### src/design/utf8_to_utf16_decoder_core_macros.svh
// Assertion macros used by the decoder RTL.
`ifndef UTF8_TO_UTF16_DECODER_CORE_MACROS_SVH
`define UTF8_TO_UTF16_DECODER_CORE_MACROS_SVH

`ifndef SYNTHESIS
`define U8U16_ASSERT_IMPLY(label, clk, rst_n, ante, cons) \
    label: assert property (@(posedge clk) disable iff (!(rst_n)) (ante) |-> (cons)) \
        else $error("implication failed");
`define U8U16_ASSERT_NEXT(label, clk, rst_n, ante, cons) \
    label: assert property (@(posedge clk) disable iff (!(rst_n)) (ante) |=> (cons)) \
        else $error("next-cycle check failed");
`else
`define U8U16_ASSERT_IMPLY(label, clk, rst_n, ante, cons)
`define U8U16_ASSERT_NEXT(label, clk, rst_n, ante, cons)
`endif

`endif

### src/design/u8u16_pkg.sv
// Shared types, constants and helpers for the UTF-8 to UTF-16 decoder.
`timescale 1ns / 1ps
`default_nettype none
package u8u16_pkg;

    localparam int unsigned QDEPTH = 4;
    localparam int unsigned QPTR_W = $clog2(QDEPTH);
    localparam int unsigned QCNT_W = $clog2(QDEPTH + 1);

    localparam logic [1:0] CLS_NONE  = 2'd0;
    localparam logic [1:0] CLS_TWO   = 2'd1;
    localparam logic [1:0] CLS_THREE = 2'd2;
    localparam logic [1:0] CLS_FOUR  = 2'd3;

    localparam logic [7:0]  LEAD2_LO   = 8'hc2;
    localparam logic [7:0]  LEAD2_HI   = 8'hdf;
    localparam logic [7:0]  LEAD3_LO   = 8'he0;
    localparam logic [7:0]  LEAD3_HI   = 8'hef;
    localparam logic [7:0]  LEAD4_LO   = 8'hf0;
    localparam logic [7:0]  LEAD4_HI   = 8'hf4;
    localparam logic [7:0]  CONT_MASK  = 8'hc0;
    localparam logic [7:0]  CONT_TAG   = 8'h80;
    localparam logic [20:0] MAX_CODE   = 21'h10ffff;
    localparam logic [20:0] SUPP_BASE  = 21'h10000;
    localparam logic [20:0] SURR_LO    = 21'h00d800;
    localparam logic [20:0] SURR_HI    = 21'h00dfff;
    localparam logic [15:0] HI_SURR    = 16'hd800;
    localparam logic [15:0] LO_SURR    = 16'hdc00;
    localparam logic [9:0]  TEN_MASK   = 10'h3ff;

    typedef struct packed {
        logic        err;
        logic        pair;
        logic        eos;
        logic [15:0] unit0;
        logic [15:0] unit1;
    } t_item;

    function automatic logic [20:0] class_min(input logic [1:0] cls);
        logic [20:0] m;
        case (cls)
            CLS_TWO:   m = 21'h80;
            CLS_THREE: m = 21'h800;
            CLS_FOUR:  m = 21'h10000;
            default:   m = 21'h0;
        endcase
        return m;
    endfunction

endpackage
`default_nettype wire

### src/design/utf8_to_utf16_decoder_core.sv
// Top level of the strict UTF-8 to UTF-16 decoder.
`timescale 1ns / 1ps
`default_nettype none
`include "utf8_to_utf16_decoder_core_macros.svh"
// Takes one UTF-8 byte per cycle whenever o_full is low and gives UTF-16
// code units through a four-entry queue; each byte is validated and decoded
// in the cycle it is taken. Code points above FFFF come out as a surrogate
// pair over two pops, so the result side sustains one unit per cycle while
// the queue is not empty and i_pop is high. The first invalid byte yields
// one error result (unit 0); further units are dropped until the byte
// marked last, which always produces a result carrying the end mark. State
// returns to its reset value after the last byte.
module utf8_to_utf16_decoder_core
    import u8u16_pkg::*;
(
    input  wire logic        i_clk,
    input  wire logic        i_rst_n,
    input  wire logic        i_push,
    output logic             o_full,
    input  wire logic [7:0]  i_in_byte,
    input  wire logic        i_last_byte,
    output logic             o_empty,
    input  wire logic        i_pop,
    output logic [15:0]      o_code_unit,
    output logic             o_error,
    output logic             o_end_of_stream
);

    logic  req;
    logic  item_valid;
    t_item item_in, item_out;
    logic  deq;
    logic  out_err;
    logic  out_hi;
    logic  out_lo;

    assign req = i_push && !o_full;

    u8u16_front u_front (
        .i_clk        (i_clk),
        .i_rst_n      (i_rst_n),
        .i_req        (req),
        .i_byte       (i_in_byte),
        .i_last       (i_last_byte),
        .o_item_valid (item_valid),
        .o_item       (item_in)
    );

    u8u16_queue u_queue (
        .i_clk   (i_clk),
        .i_rst_n (i_rst_n),
        .i_push  (req && item_valid),
        .i_item  (item_in),
        .i_pop   (deq),
        .o_item  (item_out),
        .o_full  (o_full),
        .o_empty (o_empty)
    );

    u8u16_back u_back (
        .i_clk           (i_clk),
        .i_rst_n         (i_rst_n),
        .i_item          (item_out),
        .i_empty         (o_empty),
        .i_pop           (i_pop),
        .o_deq           (deq),
        .o_code_unit     (o_code_unit),
        .o_error         (o_error),
        .o_end_of_stream (o_end_of_stream)
    );

    assign out_err = !o_empty && o_error;
    assign out_hi  = !o_empty && !o_error && (o_code_unit[15:10] == 6'b110110);
    assign out_lo  = !o_empty && !o_error && (o_code_unit[15:10] == 6'b110111);

    `U8U16_ASSERT_IMPLY(a_err_unit_zero, i_clk, i_rst_n, out_err, o_code_unit == 16'd0)
    `U8U16_ASSERT_IMPLY(a_full_not_empty, i_clk, i_rst_n, o_full, !o_empty)
    `U8U16_ASSERT_IMPLY(a_hi_no_eos, i_clk, i_rst_n, out_hi, !o_end_of_stream)
    `U8U16_ASSERT_NEXT(a_hi_then_lo, i_clk, i_rst_n, out_hi && i_pop, out_lo)

endmodule
`default_nettype wire

### src/design/u8u16_front.sv
// Front end: validates bytes, gathers sequences and forms queue entries.
`timescale 1ns / 1ps
`default_nettype none
module u8u16_front
    import u8u16_pkg::*;
(
    input  wire logic        i_clk,
    input  wire logic        i_rst_n,
    input  wire logic        i_req,
    input  wire logic [7:0]  i_byte,
    input  wire logic        i_last,
    output logic             o_item_valid,
    output t_item            o_item
);

    logic [1:0]  r_pending, n_pending;
    logic [20:0] r_partial, n_partial;
    logic [1:0]  r_min_class, n_min_class;
    logic        r_err_seen, n_err_seen;

    logic        bad;
    logic        have;
    logic [20:0] value;
    logic [20:0] shifted;
    logic [19:0] supp;

    assign shifted = {r_partial[14:0], i_byte[5:0]};

    always_comb begin
        n_pending   = r_pending;
        n_partial   = r_partial;
        n_min_class = r_min_class;
        n_err_seen  = r_err_seen;
        bad         = 1'b0;
        have        = 1'b0;
        value       = '0;
        o_item_valid = 1'b0;
        o_item       = '0;

        if (r_err_seen) begin
            if (i_last) begin
                o_item_valid = 1'b1;
                o_item.err   = 1'b1;
                o_item.eos   = 1'b1;
            end
        end else begin
            if (r_pending == 2'd0) begin
                if (!i_byte[7]) begin
                    value = {13'd0, i_byte};
                    have  = 1'b1;
                end else if (i_byte inside {[LEAD2_LO:LEAD2_HI]}) begin
                    n_partial   = {16'd0, i_byte[4:0]};
                    n_pending   = 2'd1;
                    n_min_class = CLS_TWO;
                end else if (i_byte inside {[LEAD3_LO:LEAD3_HI]}) begin
                    n_partial   = {17'd0, i_byte[3:0]};
                    n_pending   = 2'd2;
                    n_min_class = CLS_THREE;
                end else if (i_byte inside {[LEAD4_LO:LEAD4_HI]}) begin
                    n_partial   = {18'd0, i_byte[2:0]};
                    n_pending   = 2'd3;
                    n_min_class = CLS_FOUR;
                end else begin
                    bad = 1'b1;
                end
            end else if ((i_byte & CONT_MASK) != CONT_TAG) begin
                bad = 1'b1;
            end else begin
                n_partial = shifted;
                n_pending = r_pending - 2'd1;
                if (r_pending == 2'd1) begin
                    value = shifted;
                    if (shifted < class_min(r_min_class) || shifted > MAX_CODE ||
                        (shifted >= SURR_LO && shifted <= SURR_HI)) begin
                        bad = 1'b1;
                    end else begin
                        have = 1'b1;
                    end
                    n_partial   = '0;
                    n_min_class = CLS_NONE;
                end
            end

            if (!bad && i_last && n_pending != 2'd0) begin
                bad = 1'b1;
            end

            if (bad) begin
                o_item_valid = 1'b1;
                o_item.err   = 1'b1;
                o_item.eos   = i_last;
                n_err_seen   = 1'b1;
                n_pending    = 2'd0;
                n_partial    = '0;
                n_min_class  = CLS_NONE;
            end else if (have) begin
                o_item_valid = 1'b1;
                o_item.eos   = i_last;
                if (value >= SUPP_BASE) begin
                    o_item.pair  = 1'b1;
                    o_item.unit0 = HI_SURR | {6'd0, supp[19:10]};
                    o_item.unit1 = LO_SURR | {6'd0, supp[9:0] & TEN_MASK};
                end else begin
                    o_item.unit0 = value[15:0];
                end
            end
        end

        if (i_last) begin
            n_pending   = 2'd0;
            n_partial   = '0;
            n_min_class = CLS_NONE;
            n_err_seen  = 1'b0;
        end
    end

    assign supp = 20'(value - SUPP_BASE);

    always_ff @(posedge i_clk) begin
        if (!i_rst_n) begin
            r_pending   <= 2'd0;
            r_partial   <= '0;
            r_min_class <= CLS_NONE;
            r_err_seen  <= 1'b0;
        end else if (i_req) begin
            r_pending   <= n_pending;
            r_partial   <= n_partial;
            r_min_class <= n_min_class;
            r_err_seen  <= n_err_seen;
        end
    end

endmodule
`default_nettype wire

### src/design/u8u16_queue.sv
// Short queue of decoded entries between the front and back ends.
`timescale 1ns / 1ps
`default_nettype none
module u8u16_queue
    import u8u16_pkg::*;
(
    input  wire logic   i_clk,
    input  wire logic   i_rst_n,
    input  wire logic   i_push,
    input  wire t_item  i_item,
    input  wire logic   i_pop,
    output t_item       o_item,
    output logic        o_full,
    output logic        o_empty
);

    t_item              r_mem [QDEPTH];
    logic [QPTR_W-1:0]  r_wptr, r_rptr;
    logic [QCNT_W-1:0]  r_count;
    logic               do_push, do_pop;

    assign o_full  = (r_count == QCNT_W'(QDEPTH));
    assign o_empty = (r_count == '0);
    assign o_item  = r_mem[r_rptr];
    assign do_push = i_push && !o_full;
    assign do_pop  = i_pop && !o_empty;

    always_ff @(posedge i_clk) begin
        if (do_push) begin
            r_mem[r_wptr] <= i_item;
        end
    end

    always_ff @(posedge i_clk) begin
        if (!i_rst_n) begin
            r_wptr  <= '0;
            r_rptr  <= '0;
            r_count <= '0;
        end else begin
            if (do_push) begin
                r_wptr <= r_wptr + 1'b1;
            end
            if (do_pop) begin
                r_rptr <= r_rptr + 1'b1;
            end
            if (do_push && !do_pop) begin
                r_count <= r_count + 1'b1;
            end else if (do_pop && !do_push) begin
                r_count <= r_count - 1'b1;
            end
        end
    end

endmodule
`default_nettype wire

### src/design/u8u16_back.sv
// Back end: presents queue entries as code units, splitting surrogate pairs.
`timescale 1ns / 1ps
`default_nettype none
module u8u16_back
    import u8u16_pkg::*;
(
    input  wire logic         i_clk,
    input  wire logic         i_rst_n,
    input  wire t_item        i_item,
    input  wire logic         i_empty,
    input  wire logic         i_pop,
    output logic              o_deq,
    output logic [15:0]       o_code_unit,
    output logic              o_error,
    output logic              o_end_of_stream
);

    logic r_phase, n_phase;
    logic take;

    assign take  = i_pop && !i_empty;
    assign o_deq = take && (!i_item.pair || r_phase);

    assign o_code_unit     = r_phase ? i_item.unit1 : i_item.unit0;
    assign o_error         = i_item.err;
    assign o_end_of_stream = i_item.eos && (!i_item.pair || r_phase);

    always_comb begin
        n_phase = r_phase;
        if (take) begin
            n_phase = i_item.pair && !r_phase;
        end
    end

    always_ff @(posedge i_clk) begin
        if (!i_rst_n) begin
            r_phase <= 1'b0;
        end else begin
            r_phase <= n_phase;
        end
    end

endmodule
`default_nettype wire
### config.mk
export PLATFORM = sky130hd
export DESIGN_NAME = utf8_to_utf16_decoder_core
export DESIGN_NICKNAME = d
export VERILOG_FILES = /design/src/design/u8u16_pkg.sv /design/src/design/utf8_to_utf16_decoder_core.sv /design/src/design/u8u16_front.sv /design/src/design/u8u16_queue.sv /design/src/design/u8u16_back.sv
export VERILOG_INCLUDE_DIRS = /design/src /design/src/design
export SDC_FILE = /design/constraint.sdc
export NUM_CORES = 1
export LEC_CHECK = 0
export BUFFER_PORTS_ARGS = -buffer_cell sky130_fd_sc_hd__buf_2
export CAP_MARGIN = 20
export CORE_MARGIN = 5
export CORE_UTILIZATION = 30
export CTS_BUF_LIST = sky130_fd_sc_hd__clkbuf_4
export CTS_CLUSTER_SIZE = 20
export DETAILED_ROUTE_END_ITERATION = 16
export HOLD_SLACK_MARGIN = 0.15
export PLACE_DENSITY = 0.52
export SYNTH_ARGS = -nofsm -noshare
export SYNTH_HDL_FRONTEND = slang
export SYNTH_SLANG_ARGS = --single-unit
export TNS_END_PERCENT = 5
### constraint.sdc
create_clock -name i_clk -period 4.75 [get_ports i_clk]
set_input_delay 1.1875 -clock i_clk [delete_from_list [all_inputs] [get_ports i_clk]]
set_output_delay 1.1875 -clock i_clk [all_outputs]
set_load 0.005 [all_outputs]
### Word level (Yosys, flattened, before mapping)

Memory sizes are Yosys's and may differ from the RTL's. A register that Yosys moved wholly into a read port is not among the register bits.
Cells that the tools add are included.
W data, S select, Z words.

* flip-flop bits (word level): 28
* bits in writable memories: 140
* input bits: 13
* output and inout bits: 20
* memories kept: 1

Memory list
* u_queue.r_mem: words 4, width 35, read ports 1, clocked after Yosys merged registers in 1, wr ports 1, RTL line u8u16_queue.sv:17 `t_item r_mem [QDEPTH];`

* add/sub/neg operators: 6
* $lt $le $gt $ge: 11
* equal/unequal tests: 10
* muxes and demuxes: 83
* reduce and logical (&&, ||, !) cells: 34

Operators with widths (count)
* $mux W21: 8
* $mux W15: 10
* $mux W32: 2
* $pmux W17 S3: 1
* $mux W16: 3
* $mux W2: 22
* $mux W34: 1
* $mux W1: 32
* $ge A8 B8 Y1 const B: 3
* $le A8 B8 Y1 const B: 3
* $ge A21 B16 Y1 const B: 1
* $ge A21 B17 Y1 const B: 1
* $gt A21 B21 Y1 const B: 1
* $le A21 B16 Y1 const B: 1
* $lt A21 B21 Y1: 1
* $mux W20: 1
* $sub A20 B17 Y20 const B: 1
* $logic_and A1 B1 Y1: 16
* $logic_not A1 Y1: 7
* $mux W7: 1
* $mux W3: 2
* $ne A6 B6 Y1 const B: 1
* $reduce_and A6 Y1: 1
* $reduce_and A5 Y1: 1
* 16 further kinds: 23

### Logic depth before layout (Yosys ltp)

* depth after elaboration: 27
* depth in mapped cells: 14
* mapped depth without buffers: 14

### Modules after synthesis

Synthesis repeated with hierarchy kept, for this count alone.

* cells, all modules: 460
* area, all modules: 7633.6 µm²

Modules (own cells, without submodules)
* u8u16_queue: instances 1, cells an instance 231, area each 5591.6 µm², sequential area each 4384.2 µm²
* u8u16_front: instances 1, cells an instance 201, area each 1706.6 µm², sequential area each 400.4 µm²
* u8u16_back: instances 1, cells an instance 26, area each 320.3 µm², sequential area each 20.0 µm²
* utf8_to_utf16_decoder_core: instances 1, cells an instance 2, area each 15.0 µm², sequential area each 0.0 µm²

### Worst setup path after synthesis

OpenSTA, ideal clock, no wires.

* path type: input to register
* from: input i_in_byte[3]
* to: register u_queue.r_count[2]
* arrival: 4.005 ns
* required time: 4.674 ns
* path slack: 0.669 ns
* stages: 12
* cell sequence: or4_1 or2_0 and3_1 a31oi_2 a311oi_2 a21oi_2 ha_1 inv_1 fa_1 xor2_1 or3_1 a21boi_0

* longest elaborated chain between the ends: 20

Ends and longest elaborated chain
* from (decl): RTL line utf8_to_utf16_decoder_core.sv:20 `input wire logic [7:0] i_in_byte,`
* $lt A21 B21 Y1, or another cell as far along: RTL line u8u16_front.sv:73 `if (shifted < class_min(r_min_class) || shifted > MAX_CODE ||`
* $logic_or A1 B1 Y1, or another cell as far along: RTL line u8u16_front.sv:73
* $logic_or A1 B1 Y1 or $mux W1 (tied branches): RTL line u8u16_front.sv:73, u8u16_front.sv:59
* $mux W1, on equally long branches: RTL line u8u16_front.sv:73, u8u16_front.sv:55
* $mux W1, on equally long branches: RTL line u8u16_front.sv:71, u8u16_front.sv:51
* $mux W1, on equally long branches: RTL line u8u16_front.sv:66, u8u16_front.sv:48
* $mux W1: RTL line u8u16_front.sv:47 `if (r_pending == 2'd0) begin`
* $mux W1: RTL line u8u16_front.sv:40 `if (r_err_seen) begin`
* [... 5 more ...]
* $mux W1 (*): RTL line u8u16_front.sv:88 `if (bad) begin`
* $mux W1 (*): RTL line u8u16_front.sv:40
* $logic_and A1 B1 Y1 (*): RTL line utf8_to_utf16_decoder_core.sv:52 `.i_push (req && item_valid),`
* $logic_and A1 B1 Y1 (*): RTL line u8u16_queue.sv:25 `assign do_push = i_push && !o_full;`
* net u_queue.do_push: RTL line u8u16_queue.sv:20 `logic do_push, do_pop;`
* $logic_not A1 Y1: RTL line u8u16_queue.sv:48 `end else if (do_pop && !do_push) begin`
* $logic_and A1 B1 Y1: RTL line u8u16_queue.sv:48
* $reduce_bool A2 Y1 (no source line)
* to (signal assigned): RTL line u8u16_queue.sv:47 `r_count <= r_count + 1'b1;`
* to (signal assigned): RTL line u8u16_queue.sv:49 `r_count <= r_count - 1'b1;`
* to (decl): RTL line u8u16_queue.sv:19 `logic [QCNT_W-1:0] r_count;`

The timed path passes the listed nets; every way through them passes the cells marked *. The select of a mux whose other input is x is not followed.
A chain may end at the register's enable or synchronous reset.

==> metrics.md <==
| Metric | Value |
|---|---|
| NetSw | 922 uW |
| Setup TNS Final | 0 ns |
| Startpoint class of the critical path | flip-flop |
| CP Capture Type | output port |
| Vias in the first global route | 3886 |
| Avg Inst Size Synth | 15.4 um^2 |
| FF+latch area | 4090 um^2 |
| RR Endpoint | u_queue.r_count[2] |
| Hpwl dp | 9240 um |
| CTS tree | built |
| Cell variety after synth | 62 |
| CP max stage cell | dfxtp_1 |
| Path type of the worst min-delay path | reg -> reg |
| WP buf/inv | 2 |
| Clock skew | 0.0172 ns |
| Die area | 24300 um^2 |
| PortBufs | 32 |
| Gate Count Post-Synth | 415 |
| Share of cells above drive strength 1 | 27.1% |
| Fin nets | 483 |
| Initial antenna violation count | 1 |
| Post-cts repair resize count | 0 |
| Die width | 156 um |
| Yosys reg bits | 146 |
| Worst vdd ir | 0.000189 V |
| Commonest non-fill, non-tap cell in the layout | edfxtp_1 |
| Postcts setup bufs | 0 |
| Hold path startpoint | u_front.r_pending[1] |
| Run status | finished clean |
| DRT antenna net count | 0 |
| FMAX | 0.268 GHz |
| Total CTS buffers | 17 |
| Register-to-Register Path Depth | 12 |
| Top delay family on crit path | flip-flops |
| CTS sink count | 146 |
| DRC Markers | 0 |
| I/O pin total | 33 |
| DRT Wirelength | 13800 um |
| R2r setup slk | 1.28 ns |
| Fin. max-slew vios | 0 |
| Synthesized cell area | 6380 um^2 |
| Starting density of the core | 30.4% |
| WP data required | 3.56 ns |
| Tcrit/Tclk final | 78.7% |
| CTS Buffer Depth | 2 |
| Overflow after GRT | 0 |
| Worst Tran Pin Value | 1.03 ns |
| Internal | 2130 uW |
| Fill cells | 2076 |
| Synth-to-Final Area Change | 12.1% |
| Worst EP arrival | 2.55 ns |
| Clock power frac | 23.1% |
| Multi-input logic area | 2160 um^2 |
| Worst hold slack | 0.491 ns |
| Sequential share of power | 52.5% |
| Switching portion of total power | 30.2% |
| Hold path depth | 2 |
| Later-pin clock latency in the skew report | 0.56 ns |
| Kind of critical path | reg -> out |
| Clock root cell | clkbuf_4 |
| Largest net degree at the start of global routing | 30 |
| Yosys warns | 0 |
| RSZ-0062 raised after global routing | false |
| Mapped Nets | 439 |
| FF-to-FF Start | u_front.r_pending[0] |
| Initial DRT Pass Iterations | 4 |
| Slew margin rel. | 30.9% |
| Cell Pwr Density | 427 nW/um^2 |
| Starting DRT DRC Count | 182 |
| DIE HEIGHT | 156 um |
| Vias per cell | 4.95 |
| Worst-path fanout max | 15 |
| Comb power frac | 24.4% |
| GRT Overall Usage | 11.9% |
| Hold Path Sink | u_front.r_pending[1] |
| Max-cap viol count | 0 |
| FFs w/ async S/R, synth | 0% |
| Core area | 21000 um^2 |
| Post-synthesis sequential area ratio | 64.0% |
| Crit path largest cell delay | 0.94 ns |
| # setup viols final | 0 |
| EDFF count, synth | 116 |
| Row Count | 53 |
| H-Tree Level Count | 4 |
| Total number of vias | 3701 |
| Final hold violation count | 0 |
| Clk pin slew, worst setup/hold paths | 0.13 ns |
| Fin crit period | 3.74 ns |
| Drt wl/cell | 18.4 um |
| Top_reg_cell synth | edfxtp_1 |
| Global-route wire length before repair | 22000 um |
| Final Wtd Congestion | 0.792 |
| Most frequent cells in the layout | edfxtp_1 (116), buf_2 (32), mux4_2 (29), dfxtp_1 (29), nand2_1 (23) |
| Leakage | 0.00239 uW |
| Stages on the worst setup path | 4 |
| Hold buffers post-CTS | 0 |
| Crit-path cells | buf_4 -> mux4_2 -> mux2_2 -> buf_2 |
## worst register-to-register path: cells and delay by family, from the launching register on
family,cells,cell delay [ns]
XOR/XNOR,1,0.17
AND/OR/NAND/NOR,3,1.09
flip-flops,1,0.47
buffers and inverters,2,0.14
adder cells (fa/ha/maj),3,0.97
AO/OA/AOI/OAI,3,0.58
## cell usage after synthesis (6+ instances only)
master	instances	share of area, %
a21oi_1	6	0.47
nand2_1	23	1.4
and2_1	18	1.8
a22o_1	12	1.6
ha_1	10	2.0
a22oi_1	8	0.94
mux2_2	10	1.8
mux4_2	29	10
inv_1	14	0.82
o21a_1	6	0.71
edfxtp_1	116	55
nor3_1	8	0.63
o21ai_0	10	0.78
nor2_1	16	0.94
clkbuf_1	11	0.65
nor2b_1	10	0.98
dfxtp_1	30	9.4
## stage by stage
stage          std cells  util (%)  cell area, um^2  worst slack (ns)  total power [uW]
3_5_place_dp         715      32.9             6900             0.465              2410
5_1_grt              747      34.1             7150             0.845              3240
3_3_place_gp         714      32.8             6870             0.513              2380
4_1_cts              747      34.1             7150             0.932              3110
6_report             748      34.1             7150              1.01              3050
2_1_floorplan        415         -             6380             0.669              2120
## per-layer routing
layer | vias up | global-route usage (%) | share of wire [%]
met5 | - | 0 | 0.051
li1 | 1718 | - | -
met3 | 27 | 3.16 | 3.2
met2 | 64 | 19.2 | 49
met4 | 2 | 5.00 | 2.7
met1 | 1890 | 15.2 | 45
## state kept, by name, indices dropped and copies added (netlist names), named ones only
| signal | count |
|---|---|
| u_front.r_partial | 15 |
| u_front.r_pending | 2 |
| u_queue.r_wptr | 2 |
| u_queue.r_mem | 116 |
| u_queue.r_count | 3 |
| u_front.r_min_class | 2 |
| u_queue.r_rptr | 2 |
| u_back.r_phase | 1 |
| u_front.r_err_seen | 1 |
## layout make-up
type,instances,area share (%)
clock inverters,15,1.77
flip-flops and latches,146,57.1
clock buffers,17,1.78
inverters,14,0.735
multi-input cells,238,30.2
repair buffers,42,3.57
well taps,275,4.81
diodes,1,0.0350
## power groups by stage
stage          registers [uW]  clock network [uW]  logic (uW)
2_1_floorplan            1590                   0         530
3_3_place_gp             1640                   0         742
4_1_cts                  1610                 729         777
5_1_grt                  1620                 788         835
6_report                 1600                 704         746
3_5_place_dp             1640                   0         774
## logic make-up after synthesis
family	Yosys count	synth area share, %
xor+xnor	5	0.687
compound gates	67	8.32
buf+inv	31	2.14
flops	146	64.0
fa+ha+maj	11	2.27
simple gates	111	9.79
mux	44	12.8
## worst max-delay path by stage
stage | end | slack [ns]
global route | u_queue.r_count[2] | 0.84
finish | o_code_unit[7] | 1.01
CTS | o_code_unit[7] | 0.93
floorplan | u_queue.r_count[2] | 0.67
detailed placement | u_queue.r_count[2] | 0.46
global placement | u_queue.r_count[2] | 0.51
Note: power is estimated with default switching activity, not from simulation.
